## src/design/spf_pkg.sv

```systemverilog
// Package with the framing constants, the CRC-16 byte update and the frame entry type.
package spf_pkg;

  localparam int unsigned IndexWidth = 8;
  localparam int unsigned MaxBytes   = 10;
  localparam int unsigned CountWidth = 4;

  localparam logic [15:0] CRC_INIT = 16'hFFFF;
  localparam logic [15:0] CRC_POLY = 16'h1021;
  localparam logic [15:0] CRC_TOP  = 16'h8000;
  localparam logic [7:0]  SYNC_A   = 8'hAA;
  localparam logic [7:0]  SYNC_B   = 8'h55;

  localparam logic [CountWidth-1:0] COUNT_MIDDLE = 4'd4;
  localparam logic [CountWidth-1:0] COUNT_LAST   = 4'd6;
  localparam logic [CountWidth-1:0] COUNT_FIRST  = 4'd8;
  localparam logic [CountWidth-1:0] COUNT_SINGLE = 4'd10;

  typedef struct packed {
    logic [MaxBytes-1:0][7:0] bytes;
    logic [CountWidth-1:0]    count;
    logic                     pkt_end;
  } spf_entry_t;

  function automatic logic [15:0] crc_feed(input logic [15:0] crc, input logic [7:0] b);
    logic [15:0] c;
    c = crc ^ {b, 8'h00};
    for (int k = 0; k < 8; k++) begin
      if ((c & CRC_TOP) != 16'h0000) begin
        c = {c[14:0], 1'b0} ^ CRC_POLY;
      end else begin
        c = {c[14:0], 1'b0};
      end
    end
    return c;
  endfunction

endpackage

```

## src/design/spf_packer.sv

```systemverilog
// Input stage that holds packet state and builds the bytes and CRC for one word.
module spf_packer #(
  parameter int unsigned WORDS_PER_PACKET = 24
) (
  input  logic               clk,
  input  logic               rst,
  input  logic               s_tvalid,
  output logic               s_tready,
  input  logic [31:0]        s_tdata,
  output logic               ent_valid,
  output spf_pkg::spf_entry_t ent,
  input  logic               ent_take
);
  import spf_pkg::*;

  logic [15:0]            sequence_count;
  logic [15:0]            running_crc;
  logic [IndexWidth-1:0]  word_index;

  logic                   first;
  logic                   last;
  logic [15:0]            crc_start;
  logic [15:0]            crc_seq;
  logic [15:0]            crc_word;
  spf_entry_t             ent_next;
  logic                   accept;

  assign s_tready = !ent_valid || ent_take;
  assign accept   = s_tvalid && s_tready;

  always_comb begin
    first = (word_index == '0);
    last  = ({1'b0, word_index} + 9'd1) >= 9'(WORDS_PER_PACKET);

    crc_start = first ? CRC_INIT : running_crc;
    crc_seq   = first ? crc_feed(crc_feed(crc_start, sequence_count[7:0]),
                                 sequence_count[15:8])
                      : crc_start;
    crc_word  = crc_feed(crc_feed(crc_feed(crc_feed(crc_seq, s_tdata[7:0]),
                         s_tdata[15:8]), s_tdata[23:16]), s_tdata[31:24]);

    ent_next         = '0;
    ent_next.pkt_end = last;
    if (first) begin
      ent_next.bytes[0] = SYNC_A;
      ent_next.bytes[1] = SYNC_B;
      ent_next.bytes[2] = sequence_count[7:0];
      ent_next.bytes[3] = sequence_count[15:8];
      ent_next.bytes[4] = s_tdata[7:0];
      ent_next.bytes[5] = s_tdata[15:8];
      ent_next.bytes[6] = s_tdata[23:16];
      ent_next.bytes[7] = s_tdata[31:24];
      ent_next.bytes[8] = crc_word[7:0];
      ent_next.bytes[9] = crc_word[15:8];
      ent_next.count    = last ? COUNT_SINGLE : COUNT_FIRST;
    end else begin
      ent_next.bytes[0] = s_tdata[7:0];
      ent_next.bytes[1] = s_tdata[15:8];
      ent_next.bytes[2] = s_tdata[23:16];
      ent_next.bytes[3] = s_tdata[31:24];
      ent_next.bytes[4] = crc_word[7:0];
      ent_next.bytes[5] = crc_word[15:8];
      ent_next.count    = last ? COUNT_LAST : COUNT_MIDDLE;
    end
  end

  always_ff @(posedge clk) begin
    if (rst) begin
      sequence_count <= '0;
      running_crc    <= CRC_INIT;
      word_index     <= '0;
      ent_valid      <= 1'b0;
    end else begin
      if (accept) begin
        ent       <= ent_next;
        ent_valid <= 1'b1;
        if (last) begin
          sequence_count <= sequence_count + 16'd1;
          running_crc    <= CRC_INIT;
          word_index     <= '0;
        end else begin
          running_crc <= crc_word;
          word_index  <= word_index + 8'd1;
        end
      end else if (ent_take) begin
        ent_valid <= 1'b0;
      end
    end
  end

endmodule

```

## src/design/spf_serializer.sv

```systemverilog
// Output stage that shifts a frame entry out one byte per cycle while the master side is ready.
module spf_serializer (
  input  logic                clk,
  input  logic                rst,
  input  logic                ent_valid,
  input  spf_pkg::spf_entry_t ent,
  output logic                ent_take,
  output logic                m_tvalid,
  input  logic                m_tready,
  output logic [7:0]          m_tdata,
  output logic                m_tlast,
  output logic                m_tuser
);
  import spf_pkg::*;

  logic [MaxBytes-1:0][7:0] shift_bytes;
  logic [CountWidth-1:0]    remaining;
  logic                     pkt_end;
  logic                     advance;
  logic                     slot_free;

  assign m_tvalid  = (remaining != '0);
  assign m_tdata   = shift_bytes[0];
  assign m_tlast   = (remaining == 4'd1);
  assign m_tuser   = pkt_end && (remaining == 4'd1);
  assign advance   = m_tvalid && m_tready;
  assign slot_free = (remaining == '0) || (advance && remaining == 4'd1);
  assign ent_take  = slot_free && ent_valid;

  always_ff @(posedge clk) begin
    if (rst) begin
      remaining <= '0;
      pkt_end   <= 1'b0;
    end else begin
      if (ent_take) begin
        shift_bytes <= ent.bytes;
        remaining   <= ent.count;
        pkt_end     <= ent.pkt_end;
      end else if (advance) begin
        shift_bytes <= shift_bytes >> 8;
        remaining   <= remaining - 4'd1;
      end
    end
  end

endmodule

```

## src/design/sequenced_packet_framer_crc16.sv

```systemverilog
// Top level of the sequenced packet framer with CRC-16 trailer.
//
// The slave channel takes one 32-bit payload word per handshake. The master
// channel sends the framed byte stream, one byte per word, with tlast on the
// last byte that an input word causes and tuser on the final CRC byte of a
// packet. The first word of a packet is preceded by 0xAA, 0x55 and the
// 16-bit sequence number, low byte first; the last word of a packet is
// followed by the CRC-16 (poly 0x1021, init 0xFFFF) over sequence and
// payload bytes, low byte first.
// An accepted word is registered in the packer's entry register and then in
// the serializer's shift register before its first byte shows on the master
// side. A middle word yields 4 bytes; with the master side always ready, the
// word rate is set by the single byte lane of the output shift register.
// One frame entry is buffered behind the byte shifter, so a new word is
// taken while the previous one is still being sent. When the receiver
// stalls, the current byte holds and the slave side stops once the buffer
// is full. Reset clears the sequence number, the CRC and the word count and
// empties both stages.
module sequenced_packet_framer_crc16 #(
  parameter int unsigned WORDS_PER_PACKET = 24
) (
  input  logic        clk,
  input  logic        rst,
  input  logic        s_tvalid,
  output logic        s_tready,
  input  logic [31:0] s_tdata,   // [31:0] value_word
  output logic        m_tvalid,
  input  logic        m_tready,
  output logic [7:0]  m_tdata,   // [7:0] out_byte
  output logic        m_tlast,
  output logic        m_tuser    // [0] packet_end
);
  import spf_pkg::*;

  spf_entry_t ent;
  logic       ent_valid;
  logic       ent_take;

  spf_packer #(
    .WORDS_PER_PACKET(WORDS_PER_PACKET)
  ) u_packer (
    .clk      (clk),
    .rst      (rst),
    .s_tvalid (s_tvalid),
    .s_tready (s_tready),
    .s_tdata  (s_tdata),
    .ent_valid(ent_valid),
    .ent      (ent),
    .ent_take (ent_take)
  );

  spf_serializer u_serializer (
    .clk      (clk),
    .rst      (rst),
    .ent_valid(ent_valid),
    .ent      (ent),
    .ent_take (ent_take),
    .m_tvalid (m_tvalid),
    .m_tready (m_tready),
    .m_tdata  (m_tdata),
    .m_tlast  (m_tlast),
    .m_tuser  (m_tuser)
  );

endmodule

```

## config.mk

```make
export PLATFORM = sky130hd
export DESIGN_NAME = sequenced_packet_framer_crc16
export DESIGN_NICKNAME = d
export VERILOG_FILES = /design/src/design/spf_pkg.sv /design/src/design/spf_packer.sv /design/src/design/spf_serializer.sv /design/src/design/sequenced_packet_framer_crc16.sv
export SDC_FILE = /design/constraint.sdc
export NUM_CORES = 1
export LEC_CHECK = 0
export BUFFER_PORTS_ARGS = -buffer_cell sky130_fd_sc_hd__clkbuf_2
export CAP_MARGIN = 10
export CORE_ASPECT_RATIO = 1.5
export CORE_MARGIN = 3
export CORE_UTILIZATION = 55
export CTS_CLUSTER_SIZE = 25
export DETAILED_ROUTE_END_ITERATION = 10
export PLACE_DENSITY = 0.72
export SYNTH_ARGS = -nofsm -noshare
export SYNTH_HDL_FRONTEND = slang
export SYNTH_SLANG_ARGS = --single-unit
```

## constraint.sdc

```tcl
create_clock -name clk -period 6.1 [get_ports clk]
set_clock_uncertainty 0.15 [all_clocks]
set_input_delay 0.61 -clock clk [delete_from_list [all_inputs] [get_ports clk]]
set_output_delay 0.61 -clock clk [all_outputs]
set_load 0.005 [all_outputs]
```

# --- After elaboration in Yosys (flattened, before gate mapping) ---
# Cells that the tools add are included.
word_totals:
  ramBits: 0
  mem_count: 0
  mem_bits_ro: 0
  elab_cells: 166
  input_bits: 36
  reg_bits: 211
  out_inout_bits: 12
  latch_bits: 0
classes:
  addsub: 4
  multipliers: 0
  muxes: 61
  bitwise: 55
  n_reduce_logical: 16
  n_shift: 0
  eq_ne: 1
  div_mod_pow: 0
  order_cmp: 1
op_table:
  columns: ["op", "count"]
  rows:
  - ["$mux W13", 48]
  - ["$mux W80", 2]
  - ["$not A3 Y3", 48]
  - ["$xor A16 B16 Y16", 6]
  - ["$mux W52", 1]
  - ["$mux W16", 3]
  - ["$add A16 B1 Y16 const B", 1]
  - ["$add A8 B1 Y9 const B", 1]
  - ["$ge A9 B5 Y1 const B", 1]
  - ["$add A8 B1 Y8 const B", 1]
  - ["$logic_not A8 Y1", 1]
  - ["$mux W4", 2]
  - ["$mux W8", 1]
  - ["$reduce_and A2 Y1", 3]
  - ["$logic_and A1 B1 Y1", 5]
  - ["$eq A4 B1 Y1 const B", 1]
  - ["$logic_not A4 Y1", 1]
  - ["$mux W2", 2]
  - ["$reduce_bool A2 Y1", 2]
  - ["$reduce_bool A4 Y1", 1]
  - ["$sub A4 B1 Y4 const B", 1]
  - ["$logic_or A1 B1 Y1", 2]
  - ["$mux W1", 2]
  - ["$logic_not A1 Y1", 1]
  - ["$not A1 Y1", 1]

# --- Depth between registers and ports, before layout ---
# Gate-level depths: netlist (run 1).
depth:
  depth_word: 106
  mapped_depth: 13
  depth_no_buf: 12

# --- Hierarchy ---
# From an unflattened synthesis (run 1), not the netlist that was laid out.
hier_totals:
  hier_cells: 953
  hier_area_um2: 10462.5
by_module_without_submodules:
  columns: ["module", "cells_per_inst", "n_inst", "seq_area_each_um2", "area_each_um2"]
  rows:
  - ["spf_packer", 583, 1, 3313.2, 6715.2]
  - ["spf_serializer", 370, 1, 2502.4, 3747.3]

# --- Worst setup path before layout (run 1) ---
# OpenSTA, ideal clock, no wires.
synth_path:
  path_kind: "in2reg"
  start: "input port m_tready"
  end: "register u_packer.ent[10] (netlist name)"
  setup_ps: 525
  n_path_buf: 1
  cell_stages: 6
  path_slack_ps: 613
  required_time_ps: 5425
  arrival_ps: 4812
  cell_sequence: "a21oi_1 > nor3_1 > nand2b_1 > nand2_1 > clkbuf_1 > nor2_1"
synth_between:
  elab_chain_len: 7
synth_rtl:
  columns: ["item", "line", "source"]
  rows:
  - ["from (decl)", "sequenced_packet_framer_crc16.sv:28", "input logic m_tready,"]
  - ["$logic_and A1 B1 Y1", "spf_serializer.sv:26", "assign advance = m_tvalid && m_tready;"]
  - ["$logic_and A1 B1 Y1", "spf_serializer.sv:27", "assign slot_free = (remaining == '0) || (advance && remaining == 4'd1);"]
  - ["$logic_or A1 B1 Y1", "spf_serializer.sv:27", null]
  - ["$logic_and A1 B1 Y1", "spf_serializer.sv:28", "assign ent_take = slot_free && ent_valid;"]
  - ["$logic_or A1 B1 Y1", "spf_packer.sv:28", "assign s_tready = !ent_valid || ent_take;"]
  - ["named net s_tready", "sequenced_packet_framer_crc16.sv:25", "output logic s_tready,"]
  - ["$logic_and A1 B1 Y1", "spf_packer.sv:29", "assign accept = s_tvalid && s_tready;"]
  - ["$reduce_and A2 Y1 (no source line)", null, null]
# The timed path passes the listed nets, and every way through them passes these cells.
# A chain may end at the register's enable or synchronous reset.

==> metrics.yaml, run 1 <==
status: "completed"
h-tree-depth: 1
antenna_found_initial: 0
max_slew_margin_pct: 34.3
drive_gt1_share_pct: 11.8
min_path_type: "input port to flop"
end_kind: "flop"
synth.top_cell.area_share_pct: 45.8
cts_tree: "yes"
yosys.area.top_type: "edfxtp_1"
cp_data_arrival_time_ps: 4300
drv_cap: 0
fin_util_pct: 61.3
clock_tree.root_cell: "clkbuf_16"
antennaDiodeCount: 0
track_usage_pct: 23.8
synthTopCellsByArea: "edfxtp_1 46%, nand2_1 10%, dfxtp_1 8.6%"
ios: 48
syn-instance-count: 965
grt_pass1_vias: 6604
reg2reg_to: "u_packer.ent[40]"
fin_crit_sh_pct: 69.5
grt_max_degree: 76
seq_area_frac_synth_pct: 54.4
gr-usage-met2_pct: 41.3
fin_cells: 1244
fin_nets: 1019
fmax_ghz: 0.236
antenna_left: 0
path_clk_slew_ps: 60
synthToLayoutAreaGrowth_pct: 8.00
period_needed_ps: 4240
numPortBuffers: 47
die_y_um: 177
syn_area_per_cell_sq_um: 11.1
drt_wl_total_mm: 24.9
r2r-start: "u_packer.word_index[0]"
cts_resized: 0
wl_per_cell_um: 20.0
grt_busiest_layer: "met2"
grt_setup_unrepaired: "false"
core_area_sq_um: 18900
cp_max_fo: 68
startpoint_type: "flop"
dieWidth_um: 120
multi_input_area_sq_um: 4460
numCtsBuffers: 20
netlist_area_sq_um: 10700
grt-ovfl-total: 0
gp_congestion: 0.942
reg2reg_depth: 12
grt_pass1_wl_mm: 38.0
yosys_warnings: 0
critPathCapture: "u_packer.ent[40]"
synth-seq-cells: 209
critPathRequiredTime_ps: 6170
met3_usage_pct: 3.04
synth_fp_nets: 1006
crit_path_start: "u_packer.word_index[0]"
crit_type: "flop to flop"
die_area_sq_um: 21200
cts_setup_buffers: 0
finalSetupViolCount: 0
dp_hpwl_mm: 17.6
tightest_slew_ps: 981
clockBufferDepth: 3
synth_flop_cell: "edfxtp_1"
gr-usage-met1_pct: 29.2
setup_tns_ps: 0
insertion_delay_ps: 500
hold_violations: 0
clock_sinks: 209
power_density_nw_per_um2: 621
synthArstFlopShare_pct: 0
vias: 6735
drc_errors: 0
avgViaCountPerCell: 5.41
rows: 61
r2r_slack_ps: 1860
nFillCells: 1569
yosys.cell_count.top_type: "nand2_1"
power.leakage_uw: 0.00471
place_inst: 1208
synth_common_cells: "295 x nand2_1, 163 x edfxtp_1, 73 x xnor2_1"
synth_edf_count: 163
synth_cell_types: 53
ir_drop_uv: 402
regArea_sq_um: 5820
drt_iter0_markers: 594
drv_slew: 0
hold_buffers: 0
initial_core_util_pct: 56.7
firstDrtPassIters: 5
## cells in the final DEF (no fill, tap or decap), types with 7 or more instances in the layout
master	netlist	final
o21ai_0	23	23
and2_1	12	11
a21oi_1	25	25
xnor2_1	73	73
buf_4	11	8
mux2i_1	10	10
clkbuf_2	0	47
xnor3_2	8	8
clkbuf_1	38	7
edfxtp_1	163	163
and3_1	27	27
nor2_1	56	54
nand2_1	295	294
inv_1	7	7
nand2b_1	11	11
dfxtp_1	46	46
nor3_1	9	8
xor2_1	44	44
nand3_1	9	9
o211ai_1	7	7
xnor3_1	17	17
clkbuf_16	0	21
## registers in the layout, summed over array words and instances (netlist names)
name and count:
u_packer.ent 83, u_serializer.shift_bytes 72, u_packer.running_crc 16, u_packer.sequence_count 16, u_packer.word_index 8, u_serializer.m_tdata 8
u_serializer.remaining 4, u_packer.ent_valid 1, u_serializer.pkt_end 1
## how the worst min path moves through the flow
stage | depth (start not counted) | startpoint | endpoint
floorplan | 2 | u_serializer.pkt_end | u_serializer.pkt_end
global placement | 2 | u_packer.running_crc[11] | u_packer.running_crc[11]
detailed placement | 2 | u_packer.running_crc[1] | u_packer.running_crc[1]
CTS | 3 | s_tvalid | u_packer.ent_valid
global route | 3 | s_tvalid | u_packer.ent_valid
finish | 3 | s_tvalid | u_packer.ent_valid
## routing by layer
layer | up-vias | share of wire (%)
li1 | 3248 | -
met1 | 3195 | 37
met2 | 223 | 51
met3 | 69 | 5.9
met4 | 0 | 5.7
met5 | - | 0
## cell type report
class	count	area share, %
Tap cell	252	2.73
Inverter	8	0.368
Clock buffer	30	5.01
Sequential cell	209	50.3
Multi-Input combinational cell	683	38.6
Clock inverter	6	0.195
Timing Repair Buffer	56	2.73
## logic make-up (layout without fill, tap and decap cells)
group	after synthesis	in the layout	share of synthesized area (%)
muxes	14	14	1.43
DFF	209	209	54.4
buffers and inverters	73	100	4.14
adders and majority gates	5	5	0.585
xor gates and xnor gates	158	158	18.2
and+or+nand+nor	442	442	17.9
AOI/OAI and AO/OA	64	64	3.39
## power by group
part / internal, uW / switching (uW)
combinational: 1470 / 2230
clock: 654 / 501
sequential: 2200 / 119
total: 4320 / 2850
## metrics by stage
stage | cell area, sq um | total power (uW) | hold WS (ps) | setup WS [ps]
floorplan | 10700 | 5120 | 282 | 613
global placement | 11000 | 5940 | 297 | 2020
detailed placement | 11000 | 6010 | 302 | 1930
CTS | 11600 | 7180 | 205 | 1910
global route | 11600 | 7610 | 220 | 1660
finish | 11600 | 7170 | 213 | 1860
## worst max-delay path, stage by stage (launching register included)
cell	delay [ps]
dfxtp_1	400
inv_1	60
ha_1	210
nor4b_4	130
buf_4	200
nand2_4	120
buf_4	580
o21ai_0	230
xnor2_1	390
xnor3_2	470
xnor3_2	430
xor2_1	410
o21ai_0	150
(Power assumes the default switching activity.)
==> run 2: changes to the inputs <==
Settings changed: ABC_AREA from default to 1, PLACE_DENSITY 0.72 to 0.75.
Clock period 6.1 ns to 3.5 ns, I/O delays scaled along.
==> metrics.yaml, run 2 <==
initial_core_util_pct: 56.6
gp_congestion: 0.979
wl_per_cell_um: 18.9
synth-seq-cells: 209
synth_flop_cell: "edfxtp_1"
cp_max_fo: 7
synthToLayoutAreaGrowth_pct: 30.7
setup_ws_ps: -732
multi_input_area_sq_um: 6200
clockBufferDepth: 3
drt_wl_total_mm: 36.8
fin_crit_sh_pct: 121
path_delay_family: "simple AND/OR/NAND/NOR gates"
clock_tree.root_cell: "clkbuf_16"
cts_tree: "yes"
fin_area_sq_um: 15300
drc_errors: 0
period_needed_ps: 4230
synth_common_cells: "584 x nand2_1, 173 x nand3_1, 163 x edfxtp_1"
grt-ovfl-total: 0
syn_area_per_cell_sq_um: 7.86
final_common_cell: "nand2_1"
path_common_cell: "nand2_2"
h-tree-depth: 1
numPortBuffers: 47
ios: 48
grt_setup_unrepaired: "true"
fmax_ghz: 0.236
regArea_sq_um: 5820
yosys.cell_count.top_type: "nand2_1"
synth_edf_count: 163
min_delay_worst_endpoint: "u_packer.ent[51]"
largest-register: "u_packer.ent"
fin_util_pct: 73.9
cp.depth: 33
core_area_sq_um: 20700
violations: "setup timing"
yosys_warnings: 0
netlist_area_sq_um: 11700
hold_violations: 0
setup_tns_ps: -28740
reg2reg_depth: 33
synthTopCellsByArea: "edfxtp_1 42%, nand2_1 19%, dfxtp_1 7.9%"
antennaDiodeCount: 0
seq_area_frac_synth_pct: 49.8
gr-usage-met2_pct: 54.4
hold_path.startpoint: "s_tdata[14]"
nFillCells: 1547
path_clk_slew_ps: 60
syn-instance-count: 1486
max_slew_margin_pct: 47.5
avgViaCountPerCell: 5.55
dp_hpwl_mm: 27.2
grt_max_degree: 78
end_kind: "flop"
drive_gt1_share_pct: 32.8
die_y_um: 185
largest_reg_flops: 83
synth_cell_types: 37
placed_cell_area_sq_um: 13500
firstDrtPassIters: 5
dieWidth_um: 125
status: "complete, but fails checks"
min_path_cells: 3
synth.top_cell.area_share_pct: 41.9
holdWs_ps: 60.9
clock_sinks: 209
antenna_left: 0
reg2reg_to: "u_packer.running_crc[15]"
final_cell_mix: "480 x nand2_1, 163 x edfxtp_1, 142 x buf_4"
cpPeakStageDelay_ps: 320
finalSetupViolCount: 48
vias: 10800
antenna_found_initial: 0
largestRegisters: "u_packer.ent (83), u_serializer.shift_bytes (72)"
die_area_sq_um: 23100
fin_nets: 1708
grt_pass1_vias: 10500
track_usage_pct: 30.9
critPathRequiredTime_ps: 3740
r2r-start: "u_packer.word_index[0]"
yosys.area.top_type: "edfxtp_1"
worst-path-buf-inv: 6
synthArstFlopShare_pct: 0
cp_data_arrival_time_ps: 4470
min_path_type: "input port to flop"
tightest_slew_ps: 787
slowest_stage: "dfxtp_2"
grt_pass1_wl_mm: 55.5
drt_iter0_markers: 992
met3_usage_pct: 2.75
grt_busiest_layer: "met2"
drv_slew: 0
rows: 64
insertion_delay_ps: 500
r2r_slack_ps: -730
crit_type: "flop to flop"
numCtsBuffers: 21
drv_cap: 0
startpoint_type: "flop"
synth_fp_nets: 1527
gr-usage-met1_pct: 37.6
[run 2: area by class of cell]
type                       count  share of cell area, %
multi-input combinational   1070                   40.6
sequential                   209                   38.1
timing repair buffer         206                   10.4
inverter                     159                   3.91
clock buffer                  25                   3.67
tap                          264                   2.16
clock inverter                13                   1.15
[run 2: stage by stage]
step,instances,setup slack [ps]
after floorplan,1486,-40.6
after global placement,1884,-682
after detailed placement,1884,-758
after CTS,1929,-577
after global routing,1946,-947
final,1946,-732
[run 2: timing repair]
action / in CTS / in global routing
hold buffers: 1 / 0
setup buffers: 5 / 14
endpoints found under the hold margin: 1 / 0
cloned: 1 / 3
resized for setup: 94 / 113
pin swaps: 19 / 10
endpoints found under the setup margin: 48 / 49
[run 2: layer usage]
metal | vias up | wire length [um]
met1 | 5122 | 14100
met5 | - | 0
met3 | 112 | 2060
li1 | 5141 | -
met4 | 0 | 2380
met2 | 425 | 18300
[run 2: how the worst max path moves through the flow]
stage	start	to	slack (ps)
4_1_cts	u_packer.word_index[0]	u_packer.ent[70]	-580
3_3_place_gp	u_packer.word_index[0]	u_packer.ent[43]	-680
2_1_floorplan	u_packer.word_index[0]	u_packer.ent[51]	-40
6_report	u_packer.word_index[0]	u_packer.running_crc[15]	-730
5_1_grt	u_packer.word_index[1]	u_packer.ent[43]	-950
3_5_place_dp	u_packer.word_index[0]	u_packer.running_crc[14]	-760
[run 2: cell families (layout without fill, tap and decap cells)]
| logic type | count (synthesis) | count (layout) | synth area share (%) |
|---|---|---|---|
| fa+ha+maj | 5 | 5 | 0.535 |
| flops | 209 | 209 | 49.8 |
| simple gates | 939 | 941 | 36.0 |
| compound gates | 100 | 100 | 4.50 |
| buf+inv | 209 | 403 | 7.25 |
| xor+xnor | 24 | 24 | 1.93 |
[run 2: tightest hold or removal path, stage by stage]
cell      delay (ps)
clkbuf_2         130
nand2_1           60
nand2_1           60
Power of run 2 is left out: the tool's default activity adds up to more than one toggle a clock period on the data nets, which glitch-free logic cannot reach.
